File: src/rtl/assert_macros.svh
// Assertion macros used by the RTL top level.
// Each macro expects clk and rst_n in scope.
`ifndef ASSERT_MACROS_SVH
`define ASSERT_MACROS_SVH

// Same-cycle implication
`define VNR_ASSERT_IMPL(label, pre, post) \
    label: assert property (@(posedge clk) disable iff (!rst_n) (pre) |-> (post)) \
        else $error("assertion failed: same-cycle implication");

// Next-cycle implication
`define VNR_ASSERT_NEXT(label, pre, post) \
    label: assert property (@(posedge clk) disable iff (!rst_n) (pre) |=> (post)) \
        else $error("assertion failed: next-cycle implication");

`endif

File: src/rtl/vnr_pkg.sv
// ----------------------------------------------------------------------------
// vnr_pkg
// Types, constants and codes shared by the von Neumann ratio block.
// ----------------------------------------------------------------------------
`default_nettype none

package vnr_pkg;

    localparam int DATA_W          = 32;
    localparam int KCOUNT_W        = 17;
    localparam int STATUS_W        = 2;
    localparam int ADDR_W          = 3;
    localparam int MAX_SAMPLES_DEF = 65536;
    localparam int FRAC_BITS_DEF   = 16;
    localparam int QDEPTH          = 2;     // power of two
    localparam int MUL_W           = 64;
    localparam int PROD_W          = 128;

    localparam logic [STATUS_W-1:0] STAT_OK       = 2'd0;
    localparam logic [STATUS_W-1:0] STAT_FEW      = 2'd1;
    localparam logic [STATUS_W-1:0] STAT_ZERO_VAR = 2'd2;
    localparam logic [STATUS_W-1:0] STAT_SAT      = 2'd3;

    localparam logic REG_WEIGHTED = 1'b0;
    localparam logic REG_MASK     = 1'b1;

    typedef struct packed {
        logic weighted_mode;
        logic use_mask;
    } cfg_t;

    typedef struct packed {
        logic [DATA_W-1:0] magnitude;
        logic [DATA_W-1:0] uncertainty;
        logic              keep;
        logic              last;
        logic              wmode;
    } item_t;

    typedef struct packed {
        logic             start;
        logic [MUL_W-1:0] a;
        logic [MUL_W-1:0] b;
    } mul_req_t;

    typedef struct packed {
        logic              done;
        logic [PROD_W-1:0] p;
    } mul_rsp_t;

    typedef struct packed {
        logic              start;
        logic [PROD_W-1:0] n;
        logic [PROD_W-1:0] d;
    } div_req_t;

    typedef struct packed {
        logic              done;
        logic [PROD_W-1:0] q;
    } div_rsp_t;

    typedef enum logic [4:0] {
        S_IDLE, S_CHECK, S_WDIV, S_WSET, S_VAL, S_VACC, S_SQ, S_SQACC,
        S_AD2, S_PU2, S_WPSET, S_PAIR, S_PACC, S_ADV, S_LAST, S_FSQ,
        S_FV, S_VCHK, S_FNUM, S_FDEN, S_FQ, S_OUT, S_MWAIT, S_DWAIT
    } back_state_t;

endpackage

`default_nettype wire

File: src/rtl/vnr_front.sv
// ----------------------------------------------------------------------------
// vnr_front
// Accepts samples, applies the validity and mask filters, queues them.
// ----------------------------------------------------------------------------
`default_nettype none

module vnr_front (
    input  logic                       clk,
    input  logic                       rst_n,
    input  vnr_pkg::cfg_t              cfg,
    input  logic                       in_valid,
    output logic                       in_stall,
    input  logic [vnr_pkg::DATA_W-1:0] magnitude,
    input  logic [vnr_pkg::DATA_W-1:0] uncertainty,
    input  logic                       magnitude_valid,
    input  logic                       uncertainty_valid,
    input  logic                       keep_point,
    input  logic                       last_sample,
    output logic                       q_valid,
    output vnr_pkg::item_t             q_item,
    input  logic                       q_pop
);

    localparam int PTR_W = (vnr_pkg::QDEPTH > 1) ? $clog2(vnr_pkg::QDEPTH) : 1;
    localparam int CNT_W = $clog2(vnr_pkg::QDEPTH + 1);

    vnr_pkg::item_t   mem_reg [vnr_pkg::QDEPTH];
    logic [PTR_W-1:0] wr_ptr_reg;
    logic [PTR_W-1:0] rd_ptr_reg;
    logic [CNT_W-1:0] cnt_reg;
    logic             push;
    logic             pop;
    logic             keep;
    vnr_pkg::item_t   entry;

    assign in_stall = (cnt_reg == CNT_W'(vnr_pkg::QDEPTH));
    assign q_valid  = (cnt_reg != '0);
    assign push     = in_valid && !in_stall;
    assign pop      = q_pop && q_valid;
    assign q_item   = mem_reg[rd_ptr_reg];

    always_comb
    begin
        keep = magnitude_valid;
        if (cfg.weighted_mode && (!uncertainty_valid || uncertainty == '0))
        begin
            keep = 1'b0;
        end
        if (cfg.use_mask && !keep_point)
        begin
            keep = 1'b0;
        end
        entry.magnitude   = magnitude;
        entry.uncertainty = uncertainty;
        entry.keep        = keep;
        entry.last        = last_sample;
        entry.wmode       = cfg.weighted_mode;
    end

    always_ff @(posedge clk or negedge rst_n)
    begin
        if (!rst_n)
        begin
            wr_ptr_reg <= '0;
            rd_ptr_reg <= '0;
            cnt_reg    <= '0;
        end
        else
        begin
            if (push)
            begin
                wr_ptr_reg <= wr_ptr_reg + 1'b1;
            end
            if (pop)
            begin
                rd_ptr_reg <= rd_ptr_reg + 1'b1;
            end
            if (push && !pop)
            begin
                cnt_reg <= cnt_reg + 1'b1;
            end
            else if (pop && !push)
            begin
                cnt_reg <= cnt_reg - 1'b1;
            end
        end
    end

    always_ff @(posedge clk)
    begin
        if (push)
        begin
            mem_reg[wr_ptr_reg] <= entry;
        end
    end

endmodule

`default_nettype wire

File: config.mk
export PLATFORM = sky130hd
export DESIGN_NAME = vnr_front
export DESIGN_NICKNAME = d
export VERILOG_FILES = /design/src/rtl/assert_macros.svh /design/src/rtl/vnr_pkg.sv /design/src/rtl/vnr_front.sv
export SDC_FILE = /design/constraint.sdc
export NUM_CORES = 1
export LEC_CHECK = 0
export BUFFER_PORTS_ARGS = -buffer_cell sky130_fd_sc_hd__buf_4
export CAP_MARGIN = 10
export CORE_MARGIN = 2
export CORE_UTILIZATION = 56
export CTS_CLUSTER_SIZE = 8
export DETAILED_ROUTE_END_ITERATION = 7
export PLACE_DENSITY = 0.85
export RECOVER_POWER = 100
export SYNTH_ARGS = -nofsm -noshare
export SYNTH_HDL_FRONTEND = slang
export SYNTH_SLANG_ARGS = --single-unit
export TNS_END_PERCENT = 10
File: constraint.sdc
create_clock -name clk -period 7.6 [get_ports clk]
set_clock_uncertainty 0.1 [all_clocks]
set_input_delay 0.38 -clock clk [delete_from_list [all_inputs] [get_ports clk]]
set_output_delay 0.38 -clock clk [all_outputs]
set_load 0.05 [all_outputs]
==> flow_summary.toml <==
[finish]
nFillCells = 420
syn2layout_area_growth_pct = 44.2
largest_reg_flops = 134
layout_common_cells = "134 x sky130_fd_sc_hd__edfxtp_1, 74 x sky130_fd_sc_hd__buf_4, 67 x sky130_fd_sc_hd__dlygate4sd3_1"
final_layout_net_count = 541
antenna-diode-count = 0
layout_commonest_cell = "sky130_fd_sc_hd__edfxtp_1"
finalNonFillerCells = 586
post_route_cells_drive_above_1_share_pct = 41.4

[setup_path]
worstPathMaxFanout = 68
critical_path.top_delay_family = "buffers and inverters"
critPathLaunchType = "flip-flop"
rr_endpoint = "mem_reg[1][30]"
cp.required_ps = 7120
worstSetupEndpointType = "output port"
critical_path.reg2reg.startpoint = "cnt_reg[0]"
cell_by_cell_listing_of_the_critical_path = "clkbuf_1 > mux2_2 > buf_4"
r2r_setup_slack_ps = 3640
worst_r2r_path_depth = 3
cp_slowest_cell = "sky130_fd_sc_hd__clkbuf_1"
critPathKind = "reg2out"
slowest_delay_ps = 2630
total_buffers_and_inverters_traversed_by_the_critical_path = 2
worst-endpoint-arrival_ps = 4340

[route]
postRouteWirelength_um = 12300
drt_first_pass_iters = 5
wl_per_cell_um = 21.0
avgViaCountPerCell = 5.33
postRouteAntennaNets = 0
detail_route.iter0.violations = 202
drcViolationCount = 0
via_count = 3126

[grt]
grt_usage_pct = 26.1
global_route_wire_length_before_repair_um = 18800
grt_overflow = 0
grt_antenna_before_repair = 0
vias_in_the_first_global_route = 3407
grt_max_degree = 69

[sta]
layout_min_cycle_time_ps = 4820
drv_slew = 138
totalNegativeSetupSlack_ps = 0
rsz0062_at_grt = "false"
max_slew_margin_pct = -151
hold_viol_final = 0
worstMarginPinSlew_ps = 3760
max_freq_mhz = 208
setup_violations = 0
final_min_period_over_clock_period_pct = 63.4

[place]
port_buffers = 142
dp.final_hpwl_um = 6360
placedCellCount = 488
place.gp.congestion = 0.727

[pwr]
internal-power_mw = 2.04
pwr-share-clk_pct = 25.4
total_leakage_power_nw = 2.73
power.share.switching_pct = 39.0
p_seq_share_pct = 32.9
power.combinational.fraction_pct = 41.7
power.switching_mw = 1.31
p_per_cell_area_nw_per_um2 = 452
vdd.ir_drop.worst_mv = 0.385

[floorplan]
start_util_pct = 58.3
num_io_pins = 143
fp.coreArea_um2 = 8810
design.die.area_um2 = 9950
die_h_um = 99.8
core.rowCount = 34
die_w_um = 99.8

[clocking]
postCtsSetupBuffers = 0
clk_pin_slew_worst_paths_ps = 60
holdBufCountCts = 67
cts-htree-levels = 4
postCtsResizedCells = 0
clock-root-buffer = "sky130_fd_sc_hd__clkbuf_8"
cts_max_path_buffers = 2
tritoncts_num_sinks = 138
clkLatencyLatePin_ps = 500
cts_tree = "done"
cts_inserted_buffers = 17

[synthesis]
synthDistinctLibCells = 21
syn-cell-area_um2 = 5140
post_synth_inst_count = 243
seq_total_area_yosys_pct = 80.3
ys_ff_latch = 138
synth.yosys.warnings = 0
synth_fp_nets = 318
post_synth.cell_area_avg_um2 = 21.1

[status]
violations_in_the_final_reports = "capacitance limit, slew limit"
outcome = "finished with violations"

[flow_run]
drv.max_cap_violation_count = 3

[hold_path]
worst_hold_path.num_cells = 3
worstHoldPathType = "in2reg"
sink_of_the_worst_hold_path = "rd_ptr_reg"
worstHoldStart = "q_pop"
[cell usage after synthesis]
master,n,area [um^2]
sky130_fd_sc_hd__mux2_2,67,754
sky130_fd_sc_hd__or4_4,1,11.3
sky130_fd_sc_hd__nand4_1,1,6.26
sky130_fd_sc_hd__xor2_1,2,17.5
sky130_fd_sc_hd__nand2_1,3,11.3
sky130_fd_sc_hd__a21oi_1,1,5.00
sky130_fd_sc_hd__edfxtp_1,134,4020
sky130_fd_sc_hd__dfrtp_1,4,100
sky130_fd_sc_hd__nand2b_1,1,6.26
sky130_fd_sc_hd__inv_1,4,15.0
sky130_fd_sc_hd__nor2_1,2,7.51
sky130_fd_sc_hd__xnor2_1,3,26.3
sky130_fd_sc_hd__and3_1,1,6.26
sky130_fd_sc_hd__or2_2,1,6.26
sky130_fd_sc_hd__nor4b_1,1,8.76
sky130_fd_sc_hd__nor4_1,6,37.5
sky130_fd_sc_hd__ha_1,1,12.5
sky130_fd_sc_hd__nor4_2,1,12.5
sky130_fd_sc_hd__o221ai_1,1,8.76
sky130_fd_sc_hd__buf_6,3,33.8
sky130_fd_sc_hd__buf_2,5,25.0
[through the flow]
| step | total power, mW | hold WS [ps] | setup WS (ps) | util, % | instance area [um^2] |
|---|---|---|---|---|---|
| final | 3.35 | 127 | 2780 | 84.1 | 7410 |
| after global routing | 3.46 | 120 | 2410 | 84.1 | 7410 |
| after CTS | 3.32 | 78.2 | 4890 | 86.2 | 7590 |
| after detailed placement | 2.45 | 80.2 | 5080 | 71.7 | 6310 |
| after global placement | 2.42 | 82.4 | 5150 | 71.7 | 6310 |
| after floorplan | 2.08 | -15.6 | 3580 | - | 5140 |
[power by group through the flow]
stage               clock network (mW)  logic, mW  registers, mW
CTS                              0.852       1.38           1.09
global placement                     0       1.33           1.09
finish                           0.851       1.39           1.10
global route                     0.895       1.45           1.11
detailed placement                   0       1.34           1.10
floorplan                            0      0.986           1.10
[worst max-delay path by stage]
| stage | from | end | slack (ps) | cells after the start |
|---|---|---|---|---|
| after detailed placement | cnt_reg[0] | mem_reg[0][12] | 5080 | 4 |
| after global routing | rd_ptr_reg | q_item[9] | 2410 | 3 |
| after floorplan | cnt_reg[0] | mem_reg[0][0] | 3580 | 3 |
| after global placement | cnt_reg[0] | mem_reg[0][6] | 5150 | 4 |
| after CTS | rd_ptr_reg | q_item[26] | 4890 | 3 |
| final | rd_ptr_reg | q_item[9] | 2780 | 3 |
[tightest hold or removal path, delay by kind of cell]
kind	cells	cell delay, ps
buffers and inverters	1	110
and+or+nand+nor	1	100
xor gates and xnor gates	1	90
[routing by layer]
| metal | global-route usage (%) | vias to the layer above | part of all wire [%] |
|---|---|---|---|
| li1 | - | 1415 | - |
| met1 | 30.6 | 1551 | 36 |
| met2 | 47.6 | 143 | 56 |
| met3 | 5.92 | 17 | 6.0 |
| met4 | 9.06 | 0 | 1.6 |
| met5 | 0 | - | 0 |
[kinds of logic after synthesis]
family	Yosys count	synth area share [%]
buffers and inverters	12	1.44
and+or+nand+nor	18	2.22
AOI/OAI and AO/OA	2	0.268
DFF	138	80.3
adders and majority gates	1	0.244
muxes	67	14.7
xor gates and xnor gates	5	0.853
[area by class of cell]
type	count	area [um^2]	area share [%]
multi-input cells	93	932	12.6
well taps	108	135	1.82
repair buffers	212	1590	21.5
clock buffers	17	414	5.59
flip-flops and latches	138	4130	55.7
inverters	4	15.0	0.203
clock inverters	14	195	2.64
Power figures use the tool's default switching activity.
