## src/rtl/assert_macros.svh

```systemverilog
// Assertion macros used by the RTL top level.
// Each macro expects clk and rst_n in scope.
`ifndef ASSERT_MACROS_SVH
`define ASSERT_MACROS_SVH

// Same-cycle implication
`define VNR_ASSERT_IMPL(label, pre, post) \
    label: assert property (@(posedge clk) disable iff (!rst_n) (pre) |-> (post)) \
        else $error("assertion failed: same-cycle implication");

// Next-cycle implication
`define VNR_ASSERT_NEXT(label, pre, post) \
    label: assert property (@(posedge clk) disable iff (!rst_n) (pre) |=> (post)) \
        else $error("assertion failed: next-cycle implication");

`endif

```

## src/rtl/vnr_pkg.sv

```systemverilog
// ----------------------------------------------------------------------------
// vnr_pkg
// Types, constants and codes shared by the von Neumann ratio block.
// ----------------------------------------------------------------------------
`default_nettype none

package vnr_pkg;

    localparam int DATA_W          = 32;
    localparam int KCOUNT_W        = 17;
    localparam int STATUS_W        = 2;
    localparam int ADDR_W          = 3;
    localparam int MAX_SAMPLES_DEF = 65536;
    localparam int FRAC_BITS_DEF   = 16;
    localparam int QDEPTH          = 2;     // power of two
    localparam int MUL_W           = 64;
    localparam int PROD_W          = 128;

    localparam logic [STATUS_W-1:0] STAT_OK       = 2'd0;
    localparam logic [STATUS_W-1:0] STAT_FEW      = 2'd1;
    localparam logic [STATUS_W-1:0] STAT_ZERO_VAR = 2'd2;
    localparam logic [STATUS_W-1:0] STAT_SAT      = 2'd3;

    localparam logic REG_WEIGHTED = 1'b0;
    localparam logic REG_MASK     = 1'b1;

    typedef struct packed {
        logic weighted_mode;
        logic use_mask;
    } cfg_t;

    typedef struct packed {
        logic [DATA_W-1:0] magnitude;
        logic [DATA_W-1:0] uncertainty;
        logic              keep;
        logic              last;
        logic              wmode;
    } item_t;

    typedef struct packed {
        logic             start;
        logic [MUL_W-1:0] a;
        logic [MUL_W-1:0] b;
    } mul_req_t;

    typedef struct packed {
        logic              done;
        logic [PROD_W-1:0] p;
    } mul_rsp_t;

    typedef struct packed {
        logic              start;
        logic [PROD_W-1:0] n;
        logic [PROD_W-1:0] d;
    } div_req_t;

    typedef struct packed {
        logic              done;
        logic [PROD_W-1:0] q;
    } div_rsp_t;

    typedef enum logic [4:0] {
        S_IDLE, S_CHECK, S_WDIV, S_WSET, S_VAL, S_VACC, S_SQ, S_SQACC,
        S_AD2, S_PU2, S_WPSET, S_PAIR, S_PACC, S_ADV, S_LAST, S_FSQ,
        S_FV, S_VCHK, S_FNUM, S_FDEN, S_FQ, S_OUT, S_MWAIT, S_DWAIT
    } back_state_t;

endpackage

`default_nettype wire

```

## src/rtl/vnr_mul.sv

```systemverilog
// ----------------------------------------------------------------------------
// vnr_mul
// 64x64 multiplier built from four 32x32 partial products over cycles.
// ----------------------------------------------------------------------------
`default_nettype none

module vnr_mul (
    input  logic              clk,
    input  logic              rst_n,
    input  vnr_pkg::mul_req_t req,
    output vnr_pkg::mul_rsp_t rsp
);

    localparam int H_W   = vnr_pkg::MUL_W / 2;
    localparam int STEPS = 4;

    logic [vnr_pkg::MUL_W-1:0]  a_reg;
    logic [vnr_pkg::MUL_W-1:0]  b_reg;
    logic [vnr_pkg::MUL_W-1:0]  prod_reg;
    logic [1:0]                 psh_reg;
    logic                       pv_reg;
    logic [2:0]                 step_reg;
    logic                       busy_reg;
    logic                       done_reg;
    logic [vnr_pkg::PROD_W-1:0] acc_reg;
    logic [H_W-1:0]             ah;
    logic [H_W-1:0]             bh;
    logic [1:0]                 sh;
    logic [vnr_pkg::PROD_W-1:0] part;

    always_comb
    begin
        case (step_reg[1:0])
            2'd0:    begin ah = a_reg[H_W-1:0];   bh = b_reg[H_W-1:0];   sh = 2'd0; end
            2'd1:    begin ah = a_reg[H_W-1:0];   bh = b_reg[2*H_W-1:H_W]; sh = 2'd1; end
            2'd2:    begin ah = a_reg[2*H_W-1:H_W]; bh = b_reg[H_W-1:0];   sh = 2'd1; end
            default: begin ah = a_reg[2*H_W-1:H_W]; bh = b_reg[2*H_W-1:H_W]; sh = 2'd2; end
        endcase
        part = {{(vnr_pkg::PROD_W - vnr_pkg::MUL_W){1'b0}}, prod_reg} << (H_W * psh_reg);
    end

    assign rsp.done = done_reg;
    assign rsp.p    = acc_reg;

    always_ff @(posedge clk or negedge rst_n)
    begin
        if (!rst_n)
        begin
            busy_reg <= 1'b0;
            done_reg <= 1'b0;
            pv_reg   <= 1'b0;
            step_reg <= '0;
        end
        else
        begin
            done_reg <= 1'b0;
            if (req.start)
            begin
                busy_reg <= 1'b1;
                pv_reg   <= 1'b0;
                step_reg <= '0;
            end
            else if (busy_reg)
            begin
                if (step_reg < 3'(STEPS))
                begin
                    pv_reg   <= 1'b1;
                    step_reg <= step_reg + 1'b1;
                end
                else
                begin
                    pv_reg   <= 1'b0;
                    busy_reg <= 1'b0;
                    done_reg <= 1'b1;
                end
            end
        end
    end

    always_ff @(posedge clk)
    begin
        if (req.start)
        begin
            a_reg   <= req.a;
            b_reg   <= req.b;
            acc_reg <= '0;
        end
        else
        begin
            prod_reg <= vnr_pkg::MUL_W'(ah) * vnr_pkg::MUL_W'(bh);
            psh_reg  <= sh;
            if (pv_reg)
            begin
                acc_reg <= acc_reg + part;
            end
        end
    end

endmodule

`default_nettype wire

```

## config.mk

```make
export PLATFORM = sky130hd
export DESIGN_NAME = vnr_mul
export DESIGN_NICKNAME = d
export VERILOG_FILES = /design/src/rtl/assert_macros.svh /design/src/rtl/vnr_pkg.sv /design/src/rtl/vnr_mul.sv
export SDC_FILE = /design/constraint.sdc
export NUM_CORES = 2
export LEC_CHECK = 0
export BUFFER_PORTS_ARGS = -buffer_cell sky130_fd_sc_hd__buf_4
export CAP_MARGIN = 0
export CORE_UTILIZATION = 35
export DETAILED_ROUTE_END_ITERATION = 10
export HOLD_SLACK_MARGIN = 0.15
export PLACE_DENSITY = 0.49
export RECOVER_POWER = 50
export SLEW_MARGIN = 20
export SYNTH_ARGS = -nofsm -noshare
export SYNTH_HDL_FRONTEND = slang
export SYNTH_SLANG_ARGS = --single-unit
```

## constraint.sdc

```tcl
create_clock -name clk -period 10.9 [get_ports clk]
set_input_delay 1.09 -clock clk [delete_from_list [all_inputs] [get_ports clk]]
set_output_delay 1.09 -clock clk [all_outputs]
set_load 0.005 [all_outputs]
```

==> impl_metrics.csv <==
group,metric,value,unit
timing,finClkSkew,0.05348,ns
logic_synthesis,yosysSeqAreaShare,15.97,%
timing,drv_slew,273,
timing,worstMarginPinSlew,6.379,ns
detailed_routing,drtIter0Drc,3343,
floorplanning,io_pins,260,
cts,h_tree_depth,2,
global_route,number_of_global_route_vias_before_repair,45050,
layout,synthToLayoutAreaGrowth,10.78,%
detailed_routing,drt_pre_antenna_iters,5,
logic_synthesis,synth_ff_type,"sky130_fd_sc_hd__edfxtp_1",
detailed_routing,antenna_violating_nets_post_route,0,
logic_synthesis,synth.distinct_cells,80,
worst_setup_path,timing.rr.start,"step_reg[0]",
worst_setup_path,regToRegSetupSlack,0.86,ns
detailed_routing,postRouteWirelength,205.2,mm
detailed_routing,via_per_inst,5.279,
timing,grt_setup_unrepaired,"no",
logic_synthesis,synthCells,6021,
floorplanning,core.rowCount,143,
global_route,pin_count_of_the_biggest_net_entering_global_routing,131,
logic_synthesis,avgSynthCellArea,8.882,um2
min_path,hold-path-cell-count,2,
placement,dp_hpwl,169.3,mm
cts,tritoncts.num_buffers,41,
cts,cts_hold_buffers,0,
cts,tritoncts,"done",
cts,ctsLongestPathBuffers,3,
timing,post_layout_minimum_cycle_time,10.04,ns
floorplanning,total_die_area,0.1544,mm2
detailed_routing,drc,0,
floorplanning,fp.dieW,392.9,um
worst_setup_path,worst-r2r-cell-count,31,
logic_synthesis,synthesis.nets,7444,
detailed_routing,route.vias.total,43350,
logic_synthesis,ys_ff_latch,328,
worst_setup_path,slowest_stage_cell_on_the_critical_path,"sky130_fd_sc_hd__mux2i_2",
floorplanning,placeable_core_region,0.1517,mm2
worst_setup_path,critPathMaxFanout,48,
layout,most-common-layout-cells,"956 x sky130_fd_sc_hd__inv_1, 897 x sky130_fd_sc_hd__fa_1, 822 x sky130_fd_sc_hd__nor2_1",
run_status,violated_checks,"capacitance limit, slew limit",
placement,io_buffers,259,
layout,most_common_cell_after_layout_fill_and_taps_aside,"sky130_fd_sc_hd__inv_1",
timing,setup_viol_count_final,0,
timing,finalHoldWorstSlack,0.4867,ns
cts,clkLatencyLatePin,0.66,ns
layout,nNetsFinal,7572,
cts,cts.repair_timing.setup_buffer_count,0,
min_path,holdCritPathClass,"reg2reg",
layout,largest_register_ff_count,128,
timing,timing.final.crit_share,92.10,%
worst_setup_path,crit_path_frequent_cell,"sky130_fd_sc_hd__fa_1",
timing,max_slew_margin,-325.2,%
cts,post_cts_resize_count,0,
floorplanning,die_h,392.9,um
worst_setup_path,required,11.26,ns
worst_setup_path,arrival,10.40,ns
logic_synthesis,synth-async-reset-ratio,1.829,%
min_path,hold_end,"acc_reg[117]",
layout,layout-drive-gt1-share,8.948,%
timing,achievable-frequency,99.61,MHz
global_route,wire_length_of_the_first_global_routing_pass,299.3,mm
worst_setup_path,crit-reg2reg-capture,"prod_reg[57]",
detailed_routing,wl_per_cell,24.98,um
cts,clock-root-buffer,"sky130_fd_sc_hd__clkbuf_16",
logic_synthesis,ys_warn_count,0,
placement,place.gp.congestion,0.9693,
cts,cts.sink_count,328,
global_route,grt.total_usage,26.60,%
layout,filler_cell_count,15530,
worst_setup_path,path_class,"reg2reg",
worst_setup_path,worstSetupEndpointType,"flip-flop",
worst_setup_path,critPathMaxStageDelay,0.78,ns
worst_setup_path,setup.worst_path.start_class,"flip-flop",
timing,setup_total_negative_slack,0,ns
logic_synthesis,cell_area_synth,0.05348,mm2
global_route,antenna_violations_before_repair,1,
global_route,grt_overflow,0,
job,max-cap-violations,3,
timing,hold_violations,0,
run_status,run_status,"finished, violations left",
logic_synthesis,count_of_flip_flops_with_a_built_in_enable_after_synthesis,194,
worst_setup_path,cp-startpoint,"step_reg[0]",
floorplanning,floorplan.initialDensity,35.25,%
cts,clk_transition_reported_paths,0.06,ns
min_path,hold_path.startpoint,"acc_reg[117]",
==> critical path: cells and delay by family, from the launching register on <==
kind	cells	cell delay [ns]
DFF	1	0.41
adders and majority gates	10	4.51
muxes	2	0.93
buffers and inverters	7	0.97
and+or+nand+nor	5	1.23
AOI/OAI and AO/OA	7	1.63
==> worst max-delay path by stage <==
stage / end / slack [ns] / cells past startpoint
2_1_floorplan: prod_reg[60] / 1.57 / 31
3_3_place_gp: prod_reg[57] / 0.97 / 31
3_5_place_dp: prod_reg[57] / 1.01 / 31
4_1_cts: prod_reg[57] / 1.03 / 31
5_1_grt: prod_reg[57] / 0.57 / 31
6_report: prod_reg[57] / 0.86 / 31
==> cell families after synthesis <==
group                      Yosys count  synth area share, %
buffers and inverters             1239                8.792
DFF                                328                15.97
AOI/OAI and AO/OA                  887                10.60
xor gates and xnor gates           171                2.800
and+or+nand+nor                   1894                14.94
muxes                              210                4.078
adders and majority gates         1292                42.82
==> layer usage <==
layer / GRT usage (%) / routed length (um) / vias to the layer above / part of all wire (%)
li1: - / - / 19500 / -
met1: 35.07 / 86610 / 21770 / 42
met2: 43.09 / 93440 / 1712 / 46
met3: 4.331 / 15080 / 369 / 7.4
met4: 11.26 / 10010 / 2 / 4.9
met5: 0 / 19 / - / 0.0093
==> synth_stat cells (14+ instances only) <==
library cell / count / area share [%]
sky130_fd_sc_hd__buf_2: 28 / 0.26
sky130_fd_sc_hd__and3_1: 16 / 0.19
sky130_fd_sc_hd__fa_1: 897 / 34
sky130_fd_sc_hd__a31oi_1: 19 / 0.22
sky130_fd_sc_hd__nand3_1: 44 / 0.41
sky130_fd_sc_hd__o21bai_1: 65 / 0.91
sky130_fd_sc_hd__a22o_1: 38 / 0.62
sky130_fd_sc_hd__nand4_1: 76 / 0.89
sky130_fd_sc_hd__mux2_2: 63 / 1.3
sky130_fd_sc_hd__a21boi_0: 22 / 0.31
sky130_fd_sc_hd__inv_1: 956 / 6.7
sky130_fd_sc_hd__dfxtp_1: 128 / 4.8
sky130_fd_sc_hd__clkbuf_1: 241 / 1.7
sky130_fd_sc_hd__edfxtp_1: 194 / 11
sky130_fd_sc_hd__nand2_1: 691 / 4.8
sky130_fd_sc_hd__o21ai_0: 189 / 1.8
sky130_fd_sc_hd__nor3_1: 45 / 0.42
sky130_fd_sc_hd__and2_1: 49 / 0.57
sky130_fd_sc_hd__nor2b_1: 54 / 0.63
sky130_fd_sc_hd__or2_2: 14 / 0.16
sky130_fd_sc_hd__nor2_1: 825 / 5.8
sky130_fd_sc_hd__a211oi_1: 23 / 0.32
sky130_fd_sc_hd__a21oi_1: 284 / 2.7
sky130_fd_sc_hd__xnor2_1: 122 / 2.0
sky130_fd_sc_hd__or3_1: 15 / 0.18
sky130_fd_sc_hd__xor2_1: 49 / 0.80
sky130_fd_sc_hd__nand2b_1: 27 / 0.32
sky130_fd_sc_hd__ha_1: 395 / 9.2
sky130_fd_sc_hd__o21a_1: 24 / 0.34
sky130_fd_sc_hd__o31ai_1: 14 / 0.20
sky130_fd_sc_hd__mux2i_1: 147 / 2.8
sky130_fd_sc_hd__a21o_1: 104 / 1.5
==> metrics by stage <==
step | std cells | setup WS (ns) | area (um2) | util (%)
final | 8212 | 0.8610 | 59250 | 39.05
after floorplan | 6021 | 1.567 | 53480 | -
after detailed placement | 8136 | 1.012 | 57990 | 38.22
after CTS | 8210 | 1.033 | 59360 | 39.13
after global routing | 8210 | 0.5698 | 59240 | 39.04
after global placement | 8136 | 0.9667 | 57990 | 38.22
==> layout make-up <==
type / count / area, um2 / area share (%)
Sequential cell: 328 / 8542 / 14.42
Antenna cell: 2 / 5.005 / 0.008448
Tap cell: 2030 / 2540 / 4.287
Clock inverter: 16 / 246.5 / 0.4160
Timing Repair Buffer: 368 / 2691 / 4.543
Clock buffer: 58 / 1131 / 1.909
Multi-Input combinational cell: 4454 / 40500 / 68.36
Inverter: 956 / 3588 / 6.057
Power is not shown: default switching activity piles up to over one toggle a cycle in this logic, so the estimate is an artifact.
